File: src/swtg_pkg.sv
// swtg_pkg: widths, command codes and scaling constants for the square-wave
// tone generator. No dependencies; every other file takes names from here.
`timescale 1ns / 1ps
`default_nettype none

package swtg_pkg;

  localparam int CMD_W     = 1;
  localparam int COUNT_W   = 16;
  localparam int AMP_W     = 8;
  localparam int DUR_W     = 16;
  localparam int SAMPLE_W  = 8;
  localparam int HP_W      = 27;
  localparam int ELAPSED_W = 32;
  localparam int EDGE_W    = 48;

  localparam int BUFFER_SAMPLES_DEF = 370;
  localparam int FRACTION_BITS_DEF  = 16;

  localparam logic [CMD_W-1:0] CMD_LOAD = 1'b0;
  localparam logic [CMD_W-1:0] CMD_TICK = 1'b1;

  localparam logic [COUNT_W-1:0]  MIN_COUNT = 16'd36;
  localparam logic [SAMPLE_W-1:0] MIDPOINT  = 8'd128;

  // 2^F * 10^7 / (4493 * 78336) reduces to 2^(F-2) * 78125 / 687429
  localparam int SCALE_CORE = 78125;
  localparam int DIV_CORE   = 687429;
  localparam int DIV_W      = 20;
  localparam int SCALE_W    = 17;
  // widest numerator count * 78125 * 2^(F-2), at the top of the fraction range
  localparam int NUM_W      = HP_W + DIV_W;

endpackage

`default_nettype wire

File: src/swtg_in_if.sv
// swtg_in_if: valid/ready channel carrying one tone command item.
// Depends on swtg_pkg for field widths.
`timescale 1ns / 1ps
`default_nettype none

interface swtg_in_if;
  logic                             valid;
  logic                             ready;
  logic [swtg_pkg::CMD_W-1:0]       cmd;
  logic [swtg_pkg::COUNT_W-1:0]     tone_count;
  logic [swtg_pkg::AMP_W-1:0]       tone_amplitude;
  logic [swtg_pkg::DUR_W-1:0]       tone_duration;

  modport source (output valid, output cmd, output tone_count, output tone_amplitude,
                  output tone_duration, input ready);
  modport sink   (input valid, input cmd, input tone_count, input tone_amplitude,
                  input tone_duration, output ready);
endinterface

`default_nettype wire

File: src/swtg_out_if.sv
// swtg_out_if: valid/ready channel carrying one output sample item.
// Depends on swtg_pkg for field widths.
`timescale 1ns / 1ps
`default_nettype none

interface swtg_out_if;
  logic                              valid;
  logic                              ready;
  logic [swtg_pkg::SAMPLE_W-1:0]     sample_value;
  logic                              tone_active;
  logic                              tone_last;

  modport source (output valid, output sample_value, output tone_active,
                  output tone_last, input ready);
  modport sink   (input valid, input sample_value, input tone_active,
                  input tone_last, output ready);
endinterface

`default_nettype wire

File: src/square_wave_tone_generator_top.sv
// square_wave_tone_generator_top: square-wave tone generator, load and tick items in,
// 8-bit samples out. Depends on swtg_pkg, swtg_in_if and swtg_out_if.
//
//   channel  | dir | handshake         | payload
//   in_ch    | in  | valid/ready       | cmd, tone_count, tone_amplitude, tone_duration
//   out_ch   | out | valid/ready       | sample_value, tone_active, tone_last
//
// one item accepted per cycle while in_ch.ready is high; a tick's sample passes the input
// register, two multiply stages, then the tone state update into the output register.
// loads give no item; their half-period is ready for the next tick.
// rst_n clears stage valids, the output valid and the playing flag.
// in_ch.ready drops only while a tick in the last stage faces a full, stalled
// output register; then the whole pipe holds.
`timescale 1ns / 1ps
`default_nettype none

module square_wave_tone_generator_top #(
  parameter int BUFFER_SAMPLES = swtg_pkg::BUFFER_SAMPLES_DEF,
  parameter int FRACTION_BITS  = swtg_pkg::FRACTION_BITS_DEF
) (
  input  wire logic   clk,
  input  wire logic   rst_n,
  swtg_in_if.sink     in_ch,
  swtg_out_if.source  out_ch
);

  localparam int POS_W    = (BUFFER_SAMPLES > 1) ? $clog2(BUFFER_SAMPLES) : 1;
  localparam int SCALE_SH = FRACTION_BITS - 2;
  localparam int RECIP_SH = swtg_pkg::COUNT_W;
  localparam int PROD_W   = swtg_pkg::COUNT_W + swtg_pkg::HP_W;
  localparam int NUM_W    = swtg_pkg::NUM_W;
  localparam int HP_W     = swtg_pkg::HP_W;
  localparam int SAMPLE_W = swtg_pkg::SAMPLE_W;
  localparam int DUR_W    = swtg_pkg::DUR_W;
  localparam int AMP_W    = swtg_pkg::AMP_W;
  localparam int COUNT_W  = swtg_pkg::COUNT_W;
  localparam int CMD_W    = swtg_pkg::CMD_W;
  localparam int EL_W     = swtg_pkg::ELAPSED_W;
  localparam int EDGE_W   = swtg_pkg::EDGE_W;

  // reciprocal estimate of the scale factor; low by at most one for any count
  localparam logic [63:0] RECIP_FULL =
    (64'(swtg_pkg::SCALE_CORE) << (SCALE_SH + RECIP_SH)) / 64'(swtg_pkg::DIV_CORE);
  localparam logic [HP_W-1:0]  RECIP   = RECIP_FULL[HP_W-1:0];
  localparam logic [NUM_W-1:0] DIV_N   = NUM_W'(swtg_pkg::DIV_CORE);
  localparam logic [NUM_W-1:0] SCALE_N = NUM_W'(swtg_pkg::SCALE_CORE);
  localparam logic [POS_W-1:0] POS_LAST = POS_W'(BUFFER_SAMPLES - 1);

  // stage 1: input register
  logic                v1_r;
  logic [CMD_W-1:0]    cmd1_r;
  logic [COUNT_W-1:0]  cnt1_r;
  logic [AMP_W-1:0]    amp1_r;
  logic [DUR_W-1:0]    dur1_r;

  // stage 2: reciprocal product and exact numerator
  logic                v2_r;
  logic [CMD_W-1:0]    cmd2_r;
  logic [AMP_W-1:0]    amp2_r;
  logic [DUR_W-1:0]    dur2_r;
  logic                nz2_r;
  logic [PROD_W-1:0]   prod2_r, prod2_nxt;
  logic [NUM_W-1:0]    ck2_r, ck2_nxt;
  logic [COUNT_W-1:0]  cnt_clamp;

  // stage 3: quotient estimate and its back-product
  logic                v3_r;
  logic [CMD_W-1:0]    cmd3_r;
  logic [AMP_W-1:0]    amp3_r;
  logic [DUR_W-1:0]    dur3_r;
  logic                nz3_r;
  logic [HP_W-1:0]     qe3_r, qe3_nxt;
  logic [NUM_W-1:0]    t3_r, t3_nxt;
  logic [NUM_W-1:0]    ck3_r;

  // tone state
  logic [SAMPLE_W-1:0] level_r, level_nxt;
  logic [HP_W-1:0]     half_period_r, half_period_nxt;
  logic [EL_W-1:0]     elapsed_r, elapsed_nxt;
  logic [EDGE_W-1:0]   next_edge_r, next_edge_nxt;
  logic [DUR_W-1:0]    buffers_left_r, buffers_left_nxt;
  logic [POS_W-1:0]    buf_pos_r, buf_pos_nxt;
  logic                playing_r, playing_nxt;

  // output register
  logic                out_valid_r, out_valid_nxt;
  logic [SAMPLE_W-1:0] out_sample_r, out_sample_nxt;
  logic                out_active_r, out_active_nxt;
  logic                out_last_r, out_last_nxt;

  logic                stall;
  logic                adv;
  logic                take;
  logic [NUM_W-1:0]    rem;
  logic [HP_W-1:0]     half_calc;
  logic                edge_hit;
  logic [SAMPLE_W-1:0] level_tick;
  logic [DUR_W-1:0]    buffers_dec;

  assign stall = v3_r && (cmd3_r == swtg_pkg::CMD_TICK) && out_valid_r && !out_ch.ready;
  assign adv   = !stall;
  assign take  = v3_r && adv;

  assign in_ch.ready         = adv;
  assign out_ch.valid        = out_valid_r;
  assign out_ch.sample_value = out_sample_r;
  assign out_ch.tone_active  = out_active_r;
  assign out_ch.tone_last    = out_last_r;

  // short counts are raised to the minimum, zero stays zero
  always_comb begin
    cnt_clamp = cnt1_r;
    if ((cnt1_r != '0) && (cnt1_r < swtg_pkg::MIN_COUNT)) begin
      cnt_clamp = swtg_pkg::MIN_COUNT;
    end
    prod2_nxt = PROD_W'(cnt_clamp) * PROD_W'(RECIP);
    ck2_nxt   = (NUM_W'(cnt_clamp) * SCALE_N) << SCALE_SH;
  end

  assign qe3_nxt = prod2_r[RECIP_SH +: HP_W];
  assign t3_nxt  = NUM_W'(qe3_nxt) * DIV_N;

  // remainder below twice the divisor, so one correction step
  assign rem       = ck3_r - t3_r;
  assign half_calc = qe3_r + HP_W'(rem >= DIV_N);

  assign edge_hit    = next_edge_r[FRACTION_BITS +: EL_W] == elapsed_r;
  assign buffers_dec = buffers_left_r - DUR_W'(1);

  always_comb begin
    level_nxt        = level_r;
    half_period_nxt  = half_period_r;
    elapsed_nxt      = elapsed_r;
    next_edge_nxt    = next_edge_r;
    buffers_left_nxt = buffers_left_r;
    buf_pos_nxt      = buf_pos_r;
    playing_nxt      = playing_r;
    out_valid_nxt    = out_valid_r && !out_ch.ready;
    out_sample_nxt   = out_sample_r;
    out_active_nxt   = out_active_r;
    out_last_nxt     = out_last_r;
    level_tick       = level_r;

    if (take && (cmd3_r == swtg_pkg::CMD_LOAD)) begin
      half_period_nxt  = half_calc;
      level_nxt        = swtg_pkg::MIDPOINT - SAMPLE_W'(amp3_r >> 1);
      elapsed_nxt      = '0;
      next_edge_nxt    = '0;
      buffers_left_nxt = dur3_r;
      buf_pos_nxt      = '0;
      playing_nxt      = nz3_r && (dur3_r != '0);
    end else if (take) begin
      out_valid_nxt = 1'b1;
      if (!playing_r) begin
        out_sample_nxt = swtg_pkg::MIDPOINT;
        out_active_nxt = 1'b0;
        out_last_nxt   = 1'b0;
      end else begin
        if (edge_hit) begin
          // first sample of a buffer moves the edge but keeps the level
          if (buf_pos_r != '0) begin
            level_tick = SAMPLE_W'(0) - level_r;
          end
          next_edge_nxt = next_edge_r + EDGE_W'(half_period_r);
        end
        level_nxt      = level_tick;
        out_sample_nxt = level_tick;
        out_active_nxt = 1'b1;
        out_last_nxt   = 1'b0;
        elapsed_nxt    = elapsed_r + EL_W'(1);
        if (buf_pos_r == POS_LAST) begin
          buf_pos_nxt      = '0;
          buffers_left_nxt = buffers_dec;
          if (buffers_dec == '0) begin
            playing_nxt  = 1'b0;
            out_last_nxt = 1'b1;
          end
        end else begin
          buf_pos_nxt = buf_pos_r + POS_W'(1);
        end
      end
    end
  end

  always_ff @(posedge clk) begin
    if (!rst_n) begin
      v1_r        <= 1'b0;
      v2_r        <= 1'b0;
      v3_r        <= 1'b0;
      playing_r   <= 1'b0;
      out_valid_r <= 1'b0;
    end else begin
      if (adv) begin
        v1_r <= in_ch.valid;
        v2_r <= v1_r;
        v3_r <= v2_r;
      end
      playing_r   <= playing_nxt;
      out_valid_r <= out_valid_nxt;
    end
  end

  always_ff @(posedge clk) begin
    if (adv) begin
      cmd1_r  <= in_ch.cmd;
      cnt1_r  <= in_ch.tone_count;
      amp1_r  <= in_ch.tone_amplitude;
      dur1_r  <= in_ch.tone_duration;

      cmd2_r  <= cmd1_r;
      amp2_r  <= amp1_r;
      dur2_r  <= dur1_r;
      nz2_r   <= cnt1_r != '0;
      prod2_r <= prod2_nxt;
      ck2_r   <= ck2_nxt;

      cmd3_r  <= cmd2_r;
      amp3_r  <= amp2_r;
      dur3_r  <= dur2_r;
      nz3_r   <= nz2_r;
      qe3_r   <= qe3_nxt;
      t3_r    <= t3_nxt;
      ck3_r   <= ck2_r;
    end
    level_r        <= level_nxt;
    half_period_r  <= half_period_nxt;
    elapsed_r      <= elapsed_nxt;
    next_edge_r    <= next_edge_nxt;
    buffers_left_r <= buffers_left_nxt;
    buf_pos_r      <= buf_pos_nxt;
    out_sample_r   <= out_sample_nxt;
    out_active_r   <= out_active_nxt;
    out_last_r     <= out_last_nxt;
  end

endmodule

`default_nettype wire

File: src/flat_wrapper.sv
// flat-port wrapper written by rule: the top's interface ports become plain ports
module square_wave_tone_generator_top_flat 
#(
  parameter int BUFFER_SAMPLES = swtg_pkg::BUFFER_SAMPLES_DEF,
  parameter int FRACTION_BITS  = swtg_pkg::FRACTION_BITS_DEF
)
  (clk, rst_n, in_ch_valid, in_ch_cmd, in_ch_tone_count, in_ch_tone_amplitude, in_ch_tone_duration, in_ch_ready, out_ch_valid, out_ch_sample_value, out_ch_tone_active, out_ch_tone_last, out_ch_ready);
  swtg_in_if in_ch_i ();
  swtg_out_if out_ch_i ();
  input  wire logic clk;
  input  wire logic rst_n;
  input wire logic [$bits(in_ch_i.valid)-1:0] in_ch_valid;
  input wire logic [$bits(in_ch_i.cmd)-1:0] in_ch_cmd;
  input wire logic [$bits(in_ch_i.tone_count)-1:0] in_ch_tone_count;
  input wire logic [$bits(in_ch_i.tone_amplitude)-1:0] in_ch_tone_amplitude;
  input wire logic [$bits(in_ch_i.tone_duration)-1:0] in_ch_tone_duration;
  output wire logic [$bits(in_ch_i.ready)-1:0] in_ch_ready;
  output wire logic [$bits(out_ch_i.valid)-1:0] out_ch_valid;
  output wire logic [$bits(out_ch_i.sample_value)-1:0] out_ch_sample_value;
  output wire logic [$bits(out_ch_i.tone_active)-1:0] out_ch_tone_active;
  output wire logic [$bits(out_ch_i.tone_last)-1:0] out_ch_tone_last;
  input wire logic [$bits(out_ch_i.ready)-1:0] out_ch_ready;
  assign in_ch_i.valid = in_ch_valid;
  assign in_ch_i.cmd = in_ch_cmd;
  assign in_ch_i.tone_count = in_ch_tone_count;
  assign in_ch_i.tone_amplitude = in_ch_tone_amplitude;
  assign in_ch_i.tone_duration = in_ch_tone_duration;
  assign in_ch_ready = in_ch_i.ready;
  assign out_ch_valid = out_ch_i.valid;
  assign out_ch_sample_value = out_ch_i.sample_value;
  assign out_ch_tone_active = out_ch_i.tone_active;
  assign out_ch_tone_last = out_ch_i.tone_last;
  assign out_ch_i.ready = out_ch_ready;
  square_wave_tone_generator_top #(.BUFFER_SAMPLES(BUFFER_SAMPLES), .FRACTION_BITS(FRACTION_BITS)) u_core (.clk(clk), .rst_n(rst_n), .in_ch(in_ch_i), .out_ch(out_ch_i));
endmodule
File: config.mk
export PLATFORM = sky130hd
export DESIGN_NAME = square_wave_tone_generator_top_flat
export DESIGN_NICKNAME = d
export VERILOG_FILES = /design/src/swtg_pkg.sv /design/src/swtg_in_if.sv /design/src/swtg_out_if.sv /design/src/square_wave_tone_generator_top.sv /design/src/flat_wrapper.sv
export SDC_FILE = /design/constraint.sdc
export NUM_CORES = 2
export LEC_CHECK = 0
export ABC_CLOCK_PERIOD_IN_PS = 19100
export BUFFER_PORTS_ARGS = -buffer_cell sky130_fd_sc_hd__buf_2
export CORE_MARGIN = 10
export CORE_UTILIZATION = 70
export CTS_CLUSTER_SIZE = 24
export DETAILED_ROUTE_END_ITERATION = 16
export GPL_ROUTABILITY_DRIVEN = 0
export PLACE_DENSITY = 0.87
export SYNTH_ARGS = -nofsm -noshare
export SYNTH_HDL_FRONTEND = slang
export SYNTH_SLANG_ARGS = --single-unit
File: constraint.sdc
create_clock -name clk -period 19.1 [get_ports clk]
set_clock_uncertainty 0.1 [all_clocks]
set_input_delay 1.91 -clock clk [delete_from_list [all_inputs] [get_ports clk]]
set_output_delay 1.91 -clock clk [all_outputs]
set_load 0.05 [all_outputs]
==> insert_results.sql <==
INSERT INTO impl_metrics (metric_group, metric, value, unit) VALUES
('status', 'outcome', 'complete, no violations', ''),
('global_routing', 'remaining_overflow_grt', '0', ''),
('finish', 'n_fill_cell', '3243', ''),
('critical_path', 'timing.critical_path.from_type', 'flip-flop', ''),
('cts', 'clock-root-buffer', 'sky130_fd_sc_hd__clkbuf_16', ''),
('synth', 'synth_enable_flop_cells', '316', ''),
('route', 'avgRoutedWirePerCell', '20.83', 'um'),
('route', 'detail-route-antenna-nets', '0', ''),
('floorplan', 'core_region_area', '0.05371', 'mm^2'),
('min_path', 'hold_path_class', 'flip-flop to flip-flop', ''),
('synth', 'yosysSeqAreaShare', '29.97', '%'),
('critical_path', 'worstPathArrival', '8.56', 'ns'),
('route', 'vias_per_cell', '6.183', ''),
('cts', 'tritoncts.num_buffers', '43', ''),
('synth', 'synthesis.instances', '3544', ''),
('cts', 'htree_levels', '2', ''),
('route', 'drt_drc_violations_left', '0', ''),
('synth', 'netlist_area', '0.03794', 'mm^2'),
('floorplan', 'die_area', '0.06391', 'mm^2'),
('route', 'initialDrtViolationCount', '2271', ''),
('timing', 'relative_max_transition_margin', '24.39', '%'),
('floorplan', 'total_i_o_pin_count', '57', ''),
('timing', 'worst_pin_slew', '1.134', 'ns'),
('cts', 'post_cts_hold_buffer_count', '0', ''),
('critical_path', 'end_kind', 'flip-flop', ''),
('finish', 'multiInputGateArea', '0.02411', 'mm^2'),
('critical_path', 'worst-endpoint-required', '19.33', 'ns'),
('global_routing', 'number_of_global_route_vias_before_repair', '27820', ''),
('finish', 'area_delta_synth_final', '6.622', '%'),
('synth', 'ys_ff_latch', '410', ''),
('cts', 'tritoncts', 'built', ''),
('finish', 'post_route_cells_drive_above_1_share', '4.429', '%'),
('floorplan', 'die_w', '252.8', 'um'),
('route', 'tritonroute_pass_1_iters', '5', ''),
('synth', 'asyncSetResetFlopFracSynth', '0', '%'),
('synth', 'cell_type_contributing_the_most_total_cell_area_after_synthesis', 'sky130_fd_sc_hd__edfxtp_1', ''),
('cts', 'cts_resized', '0', ''),
('finish', 'final_net_count', '4592', ''),
('timing', 'tns', '0', 'ns'),
('global_routing', 'pin_count_of_the_biggest_net_entering_global_routing', '150', ''),
('timing', 'timing.final.crit_period', '8.331', 'ns'),
('placed_design', 'hpwlAfterDp', '70350', 'um'),
('critical_path', 'critPathMaxFanout', '14', ''),
('timing', 'finalSetupViolCount', '0', ''),
('finish', 'regArea', '0.01137', 'mm^2'),
('timing', 'portion_of_the_clock_cycle_consumed_by_the_worst_path_in_the_final_layout', '43.62', '%'),
('synth', 'yosys_warn_count', '0', ''),
('route', 'route.final.wire_length', '90220', 'um'),
('timing', 'timing_hold_violations_final', '0', ''),
('floorplan', 'initial_core_util', '70.64', '%'),
('synth', 'synth.top_cells.by_area', 'sky130_fd_sc_hd__edfxtp_1 25%, sky130_fd_sc_hd__fa_1 20%, sky130_fd_sc_hd__ha_1 19%, sky130_fd_sc_hd__inv_1 6.0%, sky130_fd_sc_hd__dfxtp_1 5.0%', ''),
('flow_run', 'maxCapViolCount', '0', ''),
('global_routing', 'number_of_antenna_violations_at_the_first_check_in_global_routing', '6', ''),
('cts', 'cts.reportedPaths.clkPinSlew', '0.06', 'ns'),
('synth', 'synth_top_cell_area_share', '25.01', '%'),
('floorplan', 'die_span_y', '252.8', 'um'),
('synth', 'postSynth.topFlopCell', 'sky130_fd_sc_hd__edfxtp_1', ''),
('synth', 'synthesis.nets', '4535', ''),
('placed_design', 'io_buffer_count', '55', ''),
('timing', 'fmax', '120.0', 'MHz'),
('timing', 'timing.final.max_slew_violations', '0', ''),
('cts', 'cts_sinks', '410', ''),
('timing', 'rsz0062_at_grt', 'false', ''),
('route', 'detailroute.via_count', '26790', ''),
('global_routing', 'groute.usage.overall', '28.72', '%'),
('cts', 'worst_skew_pair.late_latency', '0.60', 'ns'),
('synth', 'synth_cell_type_count', '78', ''),
('cts', 'cts_max_path_buffers', '3', ''),
('global_routing', 'grt_pass1_wl', '144800', 'um'),
('critical_path', 'path_class', 'flip-flop to flip-flop', ''),
('floorplan', 'num_rows', '85', ''),
('synth', 'syn_avg_cell_area', '10.70', 'um^2'),
('cts', 'post_cts_repair_setup_buffers', '0', '');
## final timing paths
check / from / end / slack (ns) / depth (start not counted)
hold reg to reg: u_core.dur1_r[5]$_DFFE_PN_ / u_core.dur2_r[5]$_DFFE_PN_ / 0.31 / 0
setup reg to reg: u_core.cnt1_r[8]$_DFFE_PN_ / u_core.prod2_r[37]$_DFFE_PN_ / 10.77 / 23
hold / removal: u_core.dur1_r[5]$_DFFE_PN_ / u_core.dur2_r[5]$_DFFE_PN_ / 0.31 / 0
setup / recovery: u_core.cnt1_r[8]$_DFFE_PN_ / u_core.prod2_r[37]$_DFFE_PN_ / 10.77 / 23
## worst max-delay path, stage by stage (launching register included)
cell and delay (ns):
sky130_fd_sc_hd__edfxtp_1 0.75, sky130_fd_sc_hd__nor4_1 0.53, sky130_fd_sc_hd__nand4_1 0.42, sky130_fd_sc_hd__nand2_1 0.47, sky130_fd_sc_hd__inv_1 0.33, sky130_fd_sc_hd__ha_1 0.72
sky130_fd_sc_hd__fa_1 0.50, sky130_fd_sc_hd__ha_1 0.31, sky130_fd_sc_hd__ha_1 0.32, sky130_fd_sc_hd__fa_1 0.55, sky130_fd_sc_hd__inv_1 0.06, sky130_fd_sc_hd__fa_1 0.54
sky130_fd_sc_hd__inv_1 0.05, sky130_fd_sc_hd__ha_1 0.33, sky130_fd_sc_hd__a211oi_1 0.24, sky130_fd_sc_hd__o211ai_1 0.11, sky130_fd_sc_hd__o21ai_0 0.25, sky130_fd_sc_hd__nand4_1 0.29
sky130_fd_sc_hd__a21o_1 0.24, sky130_fd_sc_hd__a21oi_1 0.32, sky130_fd_sc_hd__nor4b_1 0.12, sky130_fd_sc_hd__o31a_1 0.31, sky130_fd_sc_hd__nor2_1 0.12, sky130_fd_sc_hd__xnor2_1 0.09
## placed cells by master, fill, tap and decap left out, types with 16 or more instances in the layout
| cell | n |
|---|---|
| sky130_fd_sc_hd__buf_2 | 55 |
| sky130_fd_sc_hd__o21ai_1 | 23 |
| sky130_fd_sc_hd__o21ai_0 | 72 |
| sky130_fd_sc_hd__nor2_1 | 209 |
| sky130_fd_sc_hd__a21o_1 | 62 |
| sky130_fd_sc_hd__xnor2_1 | 189 |
| sky130_fd_sc_hd__edfxtp_1 | 316 |
| sky130_fd_sc_hd__o21bai_1 | 20 |
| sky130_fd_sc_hd__o21a_1 | 17 |
| sky130_fd_sc_hd__nand4_1 | 38 |
| sky130_fd_sc_hd__nor4_1 | 24 |
| sky130_fd_sc_hd__clkbuf_16 | 43 |
| sky130_fd_sc_hd__a31oi_1 | 16 |
| sky130_fd_sc_hd__inv_1 | 607 |
| sky130_fd_sc_hd__a21oi_1 | 184 |
| sky130_fd_sc_hd__xor2_1 | 76 |
| sky130_fd_sc_hd__or3_1 | 19 |
| sky130_fd_sc_hd__and2_1 | 17 |
| sky130_fd_sc_hd__and3_1 | 39 |
| sky130_fd_sc_hd__a211oi_1 | 31 |
| sky130_fd_sc_hd__nand2_1 | 147 |
| sky130_fd_sc_hd__mux2i_1 | 22 |
| sky130_fd_sc_hd__nor3_1 | 55 |
| sky130_fd_sc_hd__nand3_1 | 61 |
| sky130_fd_sc_hd__ha_1 | 572 |
| sky130_fd_sc_hd__nand2b_1 | 23 |
| sky130_fd_sc_hd__nor2b_1 | 27 |
| sky130_fd_sc_hd__fa_1 | 374 |
| sky130_fd_sc_hd__dfxtp_1 | 94 |
## cells in the mapped netlist, types with 7 or more instances
library cell,count
sky130_fd_sc_hd__inv_1,608
sky130_fd_sc_hd__ha_1,572
sky130_fd_sc_hd__fa_1,374
sky130_fd_sc_hd__edfxtp_1,316
sky130_fd_sc_hd__nor2_1,209
sky130_fd_sc_hd__xnor2_1,189
sky130_fd_sc_hd__a21oi_1,184
sky130_fd_sc_hd__nand2_1,147
sky130_fd_sc_hd__dfxtp_1,94
sky130_fd_sc_hd__xor2_1,76
sky130_fd_sc_hd__o21ai_0,72
sky130_fd_sc_hd__a21o_1,62
sky130_fd_sc_hd__nand3_1,62
sky130_fd_sc_hd__nor3_1,55
sky130_fd_sc_hd__clkbuf_1,49
sky130_fd_sc_hd__and3_1,39
sky130_fd_sc_hd__nand4_1,38
sky130_fd_sc_hd__a211oi_1,31
sky130_fd_sc_hd__nor2b_1,27
sky130_fd_sc_hd__nor4_1,24
sky130_fd_sc_hd__o21ai_1,24
sky130_fd_sc_hd__nand2b_1,23
sky130_fd_sc_hd__mux2i_1,22
sky130_fd_sc_hd__o21bai_1,20
sky130_fd_sc_hd__or3_1,19
sky130_fd_sc_hd__and2_1,17
sky130_fd_sc_hd__o21a_1,17
sky130_fd_sc_hd__a31oi_1,16
sky130_fd_sc_hd__and4_1,13
sky130_fd_sc_hd__a21boi_0,10
sky130_fd_sc_hd__or2_2,9
sky130_fd_sc_hd__o211ai_1,8
sky130_fd_sc_hd__a221oi_1,7
sky130_fd_sc_hd__or4_1,7
## cell families after synthesis
kind of cell,after synthesis,synth area share [%]
buf+inv,659,6.524
fa+ha+maj,946,38.60
xor+xnor,265,6.118
mux,23,0.6101
simple gates,715,9.347
flops,410,29.97
compound gates,526,8.829
## state kept, by name, summed over array words and instances (netlist names), 25 cells and up
name	count
u_core.elapsed_r	32
u_core.ck2_r	32
u_core.half_period_r	27
u_core.t3_r	47
u_core.next_edge_r	48
u_core.prod2_r	28
u_core.ck3_r	33
u_core.qe3_r	25
## metal layers
layer | share of wire (%) | GRT usage, % | wire length, um | vias to the layer above
met5 | 0.051 | 0 | 46 | -
met4 | 5.7 | 14.45 | 5182 | 6
met3 | 7.3 | 5.054 | 6576 | 329
met2 | 49 | 49.76 | 44600 | 1163
met1 | 37 | 34.00 | 33820 | 13070
li1 | - | - | - | 12220
## area by class of cell
type / count / share of cell area [%]
clock buffers: 48 / 2.707
multi-input cells: 2475 / 59.60
diodes: 1 / 0.006186
clock inverters: 31 / 0.9249
flip-flops and latches: 410 / 28.11
inverters: 609 / 5.657
well taps: 696 / 2.153
repair buffers: 62 / 0.8413
## through the flow
| step | util [%] | hold slack (ns) | cell area [um^2] | setup WS (ns) | cells |
|---|---|---|---|---|---|
| finish | 75.32 | 0.3130 | 40450 | 10.77 | 4332 |
| global route | 75.31 | 0.3193 | 40450 | 10.32 | 4331 |
| CTS | 75.31 | 0.3155 | 40450 | 10.88 | 4331 |
| detailed placement | 72.58 | 0.3054 | 38980 | 10.89 | 4252 |
| global placement | 72.58 | 0.3006 | 38980 | 11.13 | 4252 |
| floorplan | - | 0.3003 | 37940 | 7.940 | 3544 |
Power is left out: the tool's default activity adds up to more than one toggle a clock period on the data nets, which glitch-free logic cannot reach.
